--- config.mk ---
export PLATFORM = sky130hd
export DESIGN_NAME = rc4_header_packet_deframer_top
export DESIGN_NICKNAME = d
export VERILOG_FILES = /design/src/hw/rtl/rc4hpd_pkg.sv /design/src/hw/rtl/rc4_header_packet_deframer_top.sv /design/src/hw/rtl/rc4hpd_ram.sv
export SDC_FILE = /design/constraint.sdc
export NUM_CORES = 2
export LEC_CHECK = 0
export ABC_AREA = 1
export ABC_CLOCK_PERIOD_IN_PS = 11100
export BUFFER_PORTS_ARGS = -buffer_cell sky130_fd_sc_hd__buf_2
export CORE_MARGIN = 1.5
export CORE_UTILIZATION = 45
export DETAILED_ROUTE_END_ITERATION = 7
export SLEW_MARGIN = 40
export SYNTH_ARGS = -nofsm -noshare
export SYNTH_HDL_FRONTEND = slang
export SYNTH_HIERARCHICAL = 1
export SYNTH_SLANG_ARGS = --single-unit
--- constraint.sdc ---
create_clock -name clk -period 11.1 [get_ports clk]
set_input_delay 1.11 -clock clk [delete_from_list [all_inputs] [get_ports clk]]
set_output_delay 1.11 -clock clk [all_outputs]
set_load 0.01 [all_outputs]
--- src/hw/rtl/rc4hpd_pkg.sv ---
// rc4hpd_pkg: shared types and constants for the RC4 header packet deframer.
// No dependencies; imported by rc4_header_packet_deframer_top.
package rc4hpd_pkg;

    // Result transaction kinds
    typedef enum logic [1:0] {
        KIND_HEADER  = 2'd0,
        KIND_PAYLOAD = 2'd1,
        KIND_ERROR   = 2'd2
    } kind_t;

    // Configuration register indexes
    localparam logic [1:0] CFG_KEY_LOW   = 2'd0;
    localparam logic [1:0] CFG_KEY_MID   = 2'd1;
    localparam logic [1:0] CFG_KEY_HIGH  = 2'd2;
    localparam logic [1:0] CFG_DIRECTION = 2'd3;

    // Input op codes
    localparam logic OP_START = 1'b0;
    localparam logic OP_BYTE  = 1'b1;

    localparam logic [4:0]  KEY_LAST      = 5'd19;   // 20-byte key
    localparam logic [1:0]  PLAIN_HEADERS = 2'd2;    // plain headers per session
    localparam logic [1:0]  PLAIN_RESET   = 2'd2;    // plain headers after reset
    localparam logic [15:0] PLAIN_MIN_LEN = 16'd2;   // length covers opcode bytes
    localparam int          OPCODE_BITS   = 13;      // encrypted opcode, mask 0x1FFF

    typedef struct packed {
        kind_t        kind;
        logic         stream_dir;
        logic [15:0]  opcode;
        logic [18:0]  payload_length;
        logic [7:0]   payload_byte;
        logic         last;
        logic [63:0]  packet_time;
    } res_t;

endpackage

--- src/hw/rtl/rc4_header_packet_deframer_top.sv ---
// rc4_header_packet_deframer_top: RC4-drop keyed packet header deframer.
// Depends on rc4hpd_pkg and rc4hpd_ram (S-box storage).
//
// Usage
//   Input channel (in_valid/in_stall): op 0 starts a session, op 1 carries one
//   stream byte with its capture_time. Output channel (out_valid/out_stall)
//   carries header, payload and framing error transactions, at most one per
//   input transaction. Configuration (cfg_we/cfg_index/cfg_data) loads the
//   20-byte key and the direction tag; write it only while the block is idle.
//
// Sequencing (in_stall is high whenever the sequencer is busy)
//   start:              S-box fill, key schedule, then DROP_BYTES dropped keystream steps
//   payload byte:       result registered at acceptance, output slot loaded from EMIT
//   plain header byte:  shifted into the header; the fourth byte gives the header result
//   encrypted hdr byte: decrypted by a keystream step first; the keystream step does five
//                       accesses to the single S-box RAM (one write port)
//   byte after error:   dropped
// The output register decouples the sides: a new transaction is taken while a
// result waits; a further result waits in EMIT until the output slot frees.
// Reset clears framing and config; the S-box is undefined until a start.
module rc4_header_packet_deframer_top
    import rc4hpd_pkg::*;
#(
    parameter int DROP_BYTES = 1024
) (
    input  logic        clk,
    input  logic        rst_n,
    // configuration
    input  logic        cfg_we,
    input  logic [1:0]  cfg_index,
    input  logic [63:0] cfg_data,
    // input channel
    input  logic        in_valid,
    output logic        in_stall,
    input  logic        op,
    input  logic [7:0]  data_byte,
    input  logic [63:0] capture_time,
    // output channel
    output logic        out_valid,
    input  logic        out_stall,
    output logic [1:0]  kind,
    output logic        stream_dir,
    output logic [15:0] opcode,
    output logic [18:0] payload_length,
    output logic [7:0]  payload_byte,
    output logic        last,
    output logic [63:0] packet_time
);

    localparam int  DCW     = $clog2(DROP_BYTES + 2);
    localparam bit  NO_DROP = (DROP_BYTES == 0);

    typedef enum logic [3:0] {
        ST_IDLE,
        ST_INIT,     // S[n] = n
        ST_K_RD_I,   // key schedule: read S[i]
        ST_K_RD_J,   // j += S[i] + key, read S[j]
        ST_K_WR_I,   // S[i] = S[j]
        ST_K_WR_J,   // S[j] = old S[i]
        ST_P_RD_I,   // keystream: read S[i+1]
        ST_P_RD_J,
        ST_P_WR_I,
        ST_P_WR_J,   // also reads S[S[i]+S[j]]
        ST_P_KS,
        ST_HDR,
        ST_EMIT
    } state_t;

    state_t           state_reg;
    logic [7:0]       i_reg;
    logic [7:0]       j_reg;
    logic [4:0]       kidx_reg;
    logic [DCW-1:0]   drop_cnt_reg;
    logic             drop_reg;
    logic [31:0]      header_shift_reg;
    logic [1:0]       hcount_reg;
    logic [1:0]       plain_left_reg;
    logic [18:0]      payload_left_reg;
    logic             error_reg;
    logic             out_valid_reg;

    logic [63:0]      key_low_reg;
    logic [63:0]      key_mid_reg;
    logic [31:0]      key_high_reg;
    logic             direction_reg;

    // datapath, no reset
    logic [7:0]       byte_reg;
    logic [63:0]      time_reg;
    logic [7:0]       si_reg;
    logic [7:0]       sj_reg;
    logic             fwd_reg;
    res_t             res_reg;
    res_t             out_reg;

    // S-box RAM
    logic             ram_we;
    logic [7:0]       ram_waddr;
    logic [7:0]       ram_wdata;
    logic [7:0]       ram_raddr;
    logic [7:0]       ram_rdata;

    logic             in_accept;
    logic [159:0]     key_vec;
    logic [7:0]       key_b;
    logic [7:0]       ksa_j;
    logic [7:0]       prga_j;
    logic [7:0]       ks_addr;
    logic [7:0]       ks_byte;
    logic [31:0]      shift_new;
    logic [15:0]      plain_len;
    logic             plain_mode;
    logic             plain_short;
    logic [18:0]      enc_len;
    res_t             hdr_res;
    logic             out_free;

    rc4hpd_ram #(
        .WIDTH (8),
        .DEPTH (256)
    ) u_sbox (
        .clk   (clk),
        .we    (ram_we),
        .waddr (ram_waddr),
        .wdata (ram_wdata),
        .raddr (ram_raddr),
        .rdata (ram_rdata)
    );

    assign in_stall  = (state_reg != ST_IDLE);
    assign in_accept = in_valid && !in_stall;
    assign out_free  = !out_valid_reg || !out_stall;

    assign key_vec = {key_high_reg, key_mid_reg, key_low_reg};
    assign key_b   = key_vec[{kidx_reg, 3'b000} +: 8];
    assign ksa_j   = j_reg + ram_rdata + key_b;
    assign prga_j  = j_reg + ram_rdata;
    assign ks_addr = si_reg + sj_reg;
    // same-cycle write to S[j] is not seen by the RAM read
    assign ks_byte = fwd_reg ? si_reg : ram_rdata;

    // S-box access sequencing
    always_comb
    begin
        ram_we    = 1'b0;
        ram_waddr = i_reg;
        ram_wdata = ram_rdata;
        ram_raddr = i_reg;
        case (state_reg)
            ST_INIT:
            begin
                ram_we    = 1'b1;
                ram_wdata = i_reg;
            end
            ST_K_RD_J: ram_raddr = ksa_j;
            ST_K_WR_I: ram_we = 1'b1;
            ST_K_WR_J:
            begin
                ram_we    = 1'b1;
                ram_waddr = j_reg;
                ram_wdata = si_reg;
            end
            ST_P_RD_I: ram_raddr = i_reg + 8'd1;
            ST_P_RD_J: ram_raddr = prga_j;
            ST_P_WR_I: ram_we = 1'b1;
            ST_P_WR_J:
            begin
                ram_we    = 1'b1;
                ram_waddr = j_reg;
                ram_wdata = si_reg;
                ram_raddr = ks_addr;
            end
            default:
            begin
                ram_we = 1'b0;
            end
        endcase
    end

    // header assembly and decode
    always_comb
    begin
        shift_new   = header_shift_reg | ({24'd0, byte_reg} << {hcount_reg, 3'b000});
        plain_len   = shift_new[15:0];
        plain_mode  = (plain_left_reg != 2'd0);
        plain_short = (plain_len < PLAIN_MIN_LEN);
        enc_len     = shift_new[31:OPCODE_BITS];

        hdr_res.stream_dir   = direction_reg;
        hdr_res.payload_byte = 8'd0;
        hdr_res.packet_time  = time_reg;
        if (plain_mode)
        begin
            hdr_res.opcode = shift_new[31:16];
            if (plain_short)
            begin
                hdr_res.kind           = KIND_ERROR;
                hdr_res.payload_length = 19'd0;
                hdr_res.last           = 1'b1;
            end
            else
            begin
                hdr_res.kind           = KIND_HEADER;
                hdr_res.payload_length = {3'd0, plain_len - PLAIN_MIN_LEN};
                hdr_res.last           = (plain_len == PLAIN_MIN_LEN);
            end
        end
        else
        begin
            hdr_res.kind           = KIND_HEADER;
            hdr_res.opcode         = {3'd0, shift_new[OPCODE_BITS-1:0]};
            hdr_res.payload_length = enc_len;
            hdr_res.last           = (enc_len == 19'd0);
        end
    end

    // control state and registered output valid
    always_ff @(posedge clk or negedge rst_n)
    begin
        if (!rst_n)
        begin
            state_reg        <= ST_IDLE;
            i_reg            <= 8'd0;
            j_reg            <= 8'd0;
            kidx_reg         <= 5'd0;
            drop_cnt_reg     <= '0;
            drop_reg         <= 1'b0;
            header_shift_reg <= 32'd0;
            hcount_reg       <= 2'd0;
            plain_left_reg   <= PLAIN_RESET;
            payload_left_reg <= 19'd0;
            error_reg        <= 1'b0;
            out_valid_reg    <= 1'b0;
            key_low_reg      <= 64'd0;
            key_mid_reg      <= 64'd0;
            key_high_reg     <= 32'd0;
            direction_reg    <= 1'b0;
        end
        else
        begin
            if (cfg_we)
            begin
                case (cfg_index)
                    CFG_KEY_LOW:   key_low_reg   <= cfg_data;
                    CFG_KEY_MID:   key_mid_reg   <= cfg_data;
                    CFG_KEY_HIGH:  key_high_reg  <= cfg_data[31:0];
                    CFG_DIRECTION: direction_reg <= cfg_data[0];
                    default:       direction_reg <= direction_reg;
                endcase
            end

            // output slot: load from EMIT, else drain on acceptance
            if (state_reg == ST_EMIT && out_free)
            begin
                out_valid_reg <= 1'b1;
            end
            else if (out_valid_reg && !out_stall)
            begin
                out_valid_reg <= 1'b0;
            end

            case (state_reg)
                ST_IDLE:
                begin
                    if (in_accept)
                    begin
                        if (op == OP_START)
                        begin
                            i_reg            <= 8'd0;
                            header_shift_reg <= 32'd0;
                            hcount_reg       <= 2'd0;
                            payload_left_reg <= 19'd0;
                            error_reg        <= 1'b0;
                            plain_left_reg   <= PLAIN_HEADERS;
                            state_reg        <= ST_INIT;
                        end
                        else if (!error_reg)
                        begin
                            if (payload_left_reg != 19'd0)
                            begin
                                payload_left_reg <= payload_left_reg - 19'd1;
                                state_reg        <= ST_EMIT;
                            end
                            else if (plain_left_reg == 2'd0)
                            begin
                                drop_reg  <= 1'b0;
                                state_reg <= ST_P_RD_I;
                            end
                            else
                            begin
                                state_reg <= ST_HDR;
                            end
                        end
                    end
                end
                ST_INIT:
                begin
                    i_reg <= i_reg + 8'd1;
                    if (i_reg == 8'hFF)
                    begin
                        j_reg     <= 8'd0;
                        kidx_reg  <= 5'd0;
                        state_reg <= ST_K_RD_I;
                    end
                end
                ST_K_RD_I: state_reg <= ST_K_RD_J;
                ST_K_RD_J:
                begin
                    j_reg     <= ksa_j;
                    state_reg <= ST_K_WR_I;
                end
                ST_K_WR_I: state_reg <= ST_K_WR_J;
                ST_K_WR_J:
                begin
                    i_reg    <= i_reg + 8'd1;
                    kidx_reg <= (kidx_reg == KEY_LAST) ? 5'd0 : kidx_reg + 5'd1;
                    if (i_reg == 8'hFF)
                    begin
                        // i wraps to zero: keystream indexes start clean
                        j_reg <= 8'd0;
                        if (NO_DROP)
                        begin
                            state_reg <= ST_IDLE;
                        end
                        else
                        begin
                            drop_cnt_reg <= DCW'(DROP_BYTES);
                            drop_reg     <= 1'b1;
                            state_reg    <= ST_P_RD_I;
                        end
                    end
                    else
                    begin
                        state_reg <= ST_K_RD_I;
                    end
                end
                ST_P_RD_I:
                begin
                    i_reg     <= i_reg + 8'd1;
                    state_reg <= ST_P_RD_J;
                end
                ST_P_RD_J:
                begin
                    j_reg     <= prga_j;
                    state_reg <= ST_P_WR_I;
                end
                ST_P_WR_I: state_reg <= ST_P_WR_J;
                ST_P_WR_J: state_reg <= ST_P_KS;
                ST_P_KS:
                begin
                    if (drop_reg)
                    begin
                        drop_cnt_reg <= drop_cnt_reg - DCW'(1);
                        state_reg    <= (drop_cnt_reg == DCW'(1)) ? ST_IDLE : ST_P_RD_I;
                    end
                    else
                    begin
                        state_reg <= ST_HDR;
                    end
                end
                ST_HDR:
                begin
                    if (hcount_reg == 2'd3)
                    begin
                        header_shift_reg <= 32'd0;
                        hcount_reg       <= 2'd0;
                        if (plain_mode)
                        begin
                            plain_left_reg <= plain_left_reg - 2'd1;
                            if (plain_short)
                            begin
                                error_reg <= 1'b1;
                            end
                            else
                            begin
                                payload_left_reg <= {3'd0, plain_len - PLAIN_MIN_LEN};
                            end
                        end
                        else
                        begin
                            payload_left_reg <= enc_len;
                        end
                        state_reg <= ST_EMIT;
                    end
                    else
                    begin
                        header_shift_reg <= shift_new;
                        hcount_reg       <= hcount_reg + 2'd1;
                        state_reg        <= ST_IDLE;
                    end
                end
                ST_EMIT:
                begin
                    if (out_free)
                    begin
                        state_reg <= ST_IDLE;
                    end
                end
                default: state_reg <= ST_IDLE;
            endcase
        end
    end

    // datapath registers
    always_ff @(posedge clk)
    begin
        if (in_accept)
        begin
            byte_reg <= data_byte;
            time_reg <= capture_time;
        end
        if (state_reg == ST_K_RD_J || state_reg == ST_P_RD_J)
        begin
            si_reg <= ram_rdata;
        end
        if (state_reg == ST_P_WR_I)
        begin
            sj_reg <= ram_rdata;
        end
        if (state_reg == ST_P_WR_J)
        begin
            fwd_reg <= (ks_addr == j_reg);
        end
        if (state_reg == ST_P_KS && !drop_reg)
        begin
            byte_reg <= byte_reg ^ ks_byte;
        end

        if (state_reg == ST_IDLE && in_accept && op == OP_BYTE && !error_reg
            && payload_left_reg != 19'd0)
        begin
            res_reg.kind           <= KIND_PAYLOAD;
            res_reg.stream_dir     <= direction_reg;
            res_reg.opcode         <= 16'd0;
            res_reg.payload_length <= 19'd0;
            res_reg.payload_byte   <= data_byte;
            res_reg.last           <= (payload_left_reg == 19'd1);
            res_reg.packet_time    <= capture_time;
        end
        else if (state_reg == ST_HDR)
        begin
            res_reg <= hdr_res;
        end

        if (state_reg == ST_EMIT && out_free)
        begin
            out_reg <= res_reg;
        end
    end

    assign out_valid      = out_valid_reg;
    assign kind           = out_reg.kind;
    assign stream_dir     = out_reg.stream_dir;
    assign opcode         = out_reg.opcode;
    assign payload_length = out_reg.payload_length;
    assign payload_byte   = out_reg.payload_byte;
    assign last           = out_reg.last;
    assign packet_time    = out_reg.packet_time;

`ifndef SYNTHESIS
    // no S-box write outside the sequencer
    a_no_idle_write: assert property (@(posedge clk) disable iff (!rst_n)
        (state_reg == ST_IDLE || state_reg == ST_EMIT) |-> !ram_we)
        else $error("S-box written while idle");

    // a payload run only starts with the header fully consumed
    a_payload_clean_hdr: assert property (@(posedge clk) disable iff (!rst_n)
        (payload_left_reg != 19'd0) |-> (hcount_reg == 2'd0 && header_shift_reg == 32'd0))
        else $error("payload pending with partial header");

    // sticky error leaves no payload pending
    a_error_no_payload: assert property (@(posedge clk) disable iff (!rst_n)
        error_reg |-> (payload_left_reg == 19'd0))
        else $error("payload pending after framing error");

    // payload byte goes straight to the result stage
    a_payload_emit: assert property (@(posedge clk) disable iff (!rst_n)
        (in_accept && op == OP_BYTE && !error_reg && payload_left_reg != 19'd0)
        |=> (state_reg == ST_EMIT))
        else $error("payload byte not emitted");

    // a new result only comes from the emit stage
    a_valid_from_emit: assert property (@(posedge clk) disable iff (!rst_n)
        $rose(out_valid_reg) |-> $past(state_reg == ST_EMIT))
        else $error("result raised outside emit");
`endif

endmodule

--- src/hw/rtl/rc4hpd_ram.sv ---
// rc4hpd_ram: generic simple dual-port RAM, one write and one registered read port.
// Read returns the old contents on a same-address write. No dependencies.
module rc4hpd_ram #(
    parameter int WIDTH = 8,
    parameter int DEPTH = 256
) (
    input  logic                     clk,
    input  logic                     we,
    input  logic [$clog2(DEPTH)-1:0] waddr,
    input  logic [WIDTH-1:0]         wdata,
    input  logic [$clog2(DEPTH)-1:0] raddr,
    output logic [WIDTH-1:0]         rdata
);

    logic [WIDTH-1:0] mem [DEPTH];

    always_ff @(posedge clk)
    begin
        if (we)
        begin
            mem[waddr] <= wdata;
        end
        rdata <= mem[raddr];
    end

endmodule

==> metrics.cfg <==
[status]
status=complete, but fails checks
violations=design-rule violations

[global_routing]
grt_first_pass_wirelength_mm=448
grt.total_usage_pct=24.1
antenna_found_initial=10
overflow=0
grt_pass1_vias=69800
grt_max_degree=212

[drt]
routed_wirelength_mm=300
drtIter0Drc=8394
dr_total_vias=73700
wl_per_cell_um=23.1
drt-pass1-iter-count=8
ant_nets=0
viasPerCell=5.68
drc=3

[sta]
final-max-slew-violation-count=0
finalSetupTns_ps=0
finalSetupViolations=0
finalCritPeriodShare_pct=68.2
relSlewSlack_pct=27.3
skew_ps=68.3
tightest_slew_ps=1090
rsz0062_at_grt=no
max_freq_mhz=132
hold_viol=0
period_needed_ps=7570

[layout]
mostFrequentLayoutCell=nand2_1
drive_gt1_share_pct=10.2
synthToLayoutAreaGrowth_pct=12.5
final_nets=9751
finalInstanceArea_um2=122000
mostFrequentLayoutCells=nand2_1 (2,593), edfxtp_1 (2,322), nand3_1 (2,096)
largest_reg_flops=2048

[synth]
synth_nets=9677
syn_area_um2=108000
synth-seq-cells=2622
ys.flop_type=edfxtp_1
synthCells=9500
yosysWarnings=6
synth_cell_types=57
async_flop_share_pct=9.73
ys_seq_area_share_pct=71.0
syn_area_per_cell_um2=11.4
synth_edf_count=2322

[placement]
hpwl_mm=172
portBuffers=256
placed_area_um2=113000
place.gp.congestion=0.882

[clock_tree]
cts_made_buffers=293
clk_pin_slew_ps=60
clk_latency_ps=920
cts.sinks=2622
clock_path_buffers=4
postCtsSetupBuffers=0
postCtsHoldBufs=0
cts_resized=0
cts_tree=yes
cts_root_buffer=clkbuf_16
ctsHtreeMaxLevel=5

[worst_setup_path]
max_stage_delay_ps=720
cp_max_fo=128
crit_type=register to register
cp-start-kind=register
worstSetupEndpointType=register
crit_path_frequent_cell=nand3_1
cp_num_buf_inv=6
cp_top_family=simple AND/OR/NAND/NOR gates
critPathArrivalTime_ps=8380
cpMaxStageDelayCell=nor2_1
path_cells=nor2_1, inv_1, nor2_2, a22o_1, ha_1, inv_1, fa_1, o22ai_1, a221oi_1, nand2_8, inv_12, buf_12, buf_16, buf_16, nand3_1, nand3_1, nand3_1, nand3_1, nand3_1, nand3_1, nand2_1, nand2_1, nand2_1
cp.required_ps=11920

[floorplanning]
fp-row-count=180
initial_utilization_pct=45.2
core_area_um2=240000
pin_count=257
die_area_um2=244000
die_w_um=494
die_h_um=494

[pwr]
combPwrFrac_pct=10.3
p_sw_uw=5870
p_per_area_nw_per_um2=196
leakage_uw=0.0446
seq_power_share_pct=51.3
internal_power_uw=18000
irDropWorstVdd_v=0.000183
clkPwrFrac_pct=38.4
switching_share_pct=24.6

[min_path]
hold_path_class=input pin to asynchronous set/reset pin

[flow_run]
cap_violations=0

==> power by group through the flow <==
stage | clock, uW | combinational [uW] | sequential [uW]
floorplan | 0 | 1150 | 13100
global placement | 0 | 2240 | 12500
detailed placement | 0 | 2390 | 12500
CTS | 9330 | 2400 | 12300
global route | 9690 | 2640 | 12300
finish | 9170 | 2450 | 12300
==> cells in the mapped netlist (14+ instances only) <==
library cell | instances | share of area, %
dfxtp_1 | 45 | 0.83
o221ai_1 | 29 | 0.23
buf_4 | 53 | 0.37
buf_1 | 42 | 0.15
nor2_1 | 478 | 1.7
buf_2 | 283 | 1.3
inv_1 | 295 | 1.0
a22o_1 | 72 | 0.58
dfrtp_1 | 254 | 5.9
o21ai_0 | 345 | 1.6
xor2_1 | 34 | 0.27
nand3_1 | 2101 | 9.7
nor3_1 | 14 | 0.065
nand2_1 | 2602 | 9.0
edfxtp_1 | 2322 | 64
o21ai_1 | 22 | 0.10
clkbuf_1 | 191 | 0.66
a21oi_1 | 43 | 0.20
ha_1 | 30 | 0.35
inv_2 | 17 | 0.059
nand4_1 | 14 | 0.081
buf_6 | 21 | 0.22
o22ai_1 | 73 | 0.42
==> through the flow <==
| step | hold slack, ps | setup WS (ps) | util (%) | power (uW) | cells |
|---|---|---|---|---|---|
| finish | 133 | 3530 | 50.8 | 23900 | 13000 |
| global route | 141 | 3250 | 50.8 | 24600 | 13000 |
| CTS | 103 | 3610 | 50.6 | 24000 | 13000 |
| detailed placement | 405 | 3630 | 46.9 | 14900 | 12500 |
| global placement | 401 | 3590 | 46.6 | 14700 | 12400 |
| floorplan | 400 | 1310 | - | 14300 | 9500 |
==> worst paths after layout <==
kind | startpoint | end | slack, ps | depth (start not counted)
min in group clk | capture_time[43] | time_reg[43]$_DFFE_PP_ | 370 | 1
hold reg to reg | res_reg[38]$_DFFE_PP_ | packet_time[38]$_DFFE_PP_ | 400 | 0
setup reg to reg | kidx_reg[3]$_DFFE_PN0P_ | u_sbox/rdata[0]$_DFF_P_ | 3530 | 23
setup / recovery | kidx_reg[3]$_DFFE_PN0P_ | u_sbox/rdata[0]$_DFF_P_ | 3530 | 23
hold / removal | rst_n | key_mid_reg[59]$_DFFE_PN0P_ | 130 | 1
max in group asynchronous | rst_n | header_shift_reg[18]$_DFFE_PN0P_ | 9470 | 3
==> final cells by class <==
type	count	area, um^2
antenna	2	5.00
timing repair buffer	371	2910
inverter	320	1240
sequential	2622	77000
fill	20900	118000
clock inverter	126	1040
clock buffer	378	7900
multi-input combinational	5966	27800
tap	3185	3990
==> metal layers <==
layer	share of wire [%]	global-route usage [%]	wire, um	vias to the layer above
li1	-	-	-	33600
met1	42	33.8	126000	36400
met2	47	37.7	140000	3195
met3	8.3	4.46	24900	555
met4	3.1	8.16	9310	8
met5	0.019	0	57	-
==> worst register-to-register path, stage by stage, from the launching register on <==
cell      delay [ps]
dfrtp_1          590
nor2_1           720
inv_1            170
nor2_2           480
a22o_1           270
ha_1             170
inv_1             60
fa_1             480
o22ai_1          110
a221oi_1         550
nand2_8          490
inv_12           590
buf_12           550
buf_16           340
buf_16           370
nand3_1          210
nand3_1          110
nand3_1          200
nand3_1          280
nand3_1          210
nand3_1          260
nand2_1          130
nand2_1          100
nand2_1           60
==> cell families (layout without fill, tap and decap cells) <==
logic type      count (synthesis)  count (layout)  synth area share, %
xor+xnor                       45              45                0.363
simple gates                 5258            5258                 20.9
compound gates                630             630                 3.48
fa+ha+maj                      33              33                0.402
flops                        2622            2622                 71.0
buf+inv                       912            1195                 3.84
other cells                     0               2                    0
(Power assumes the default switching activity.)
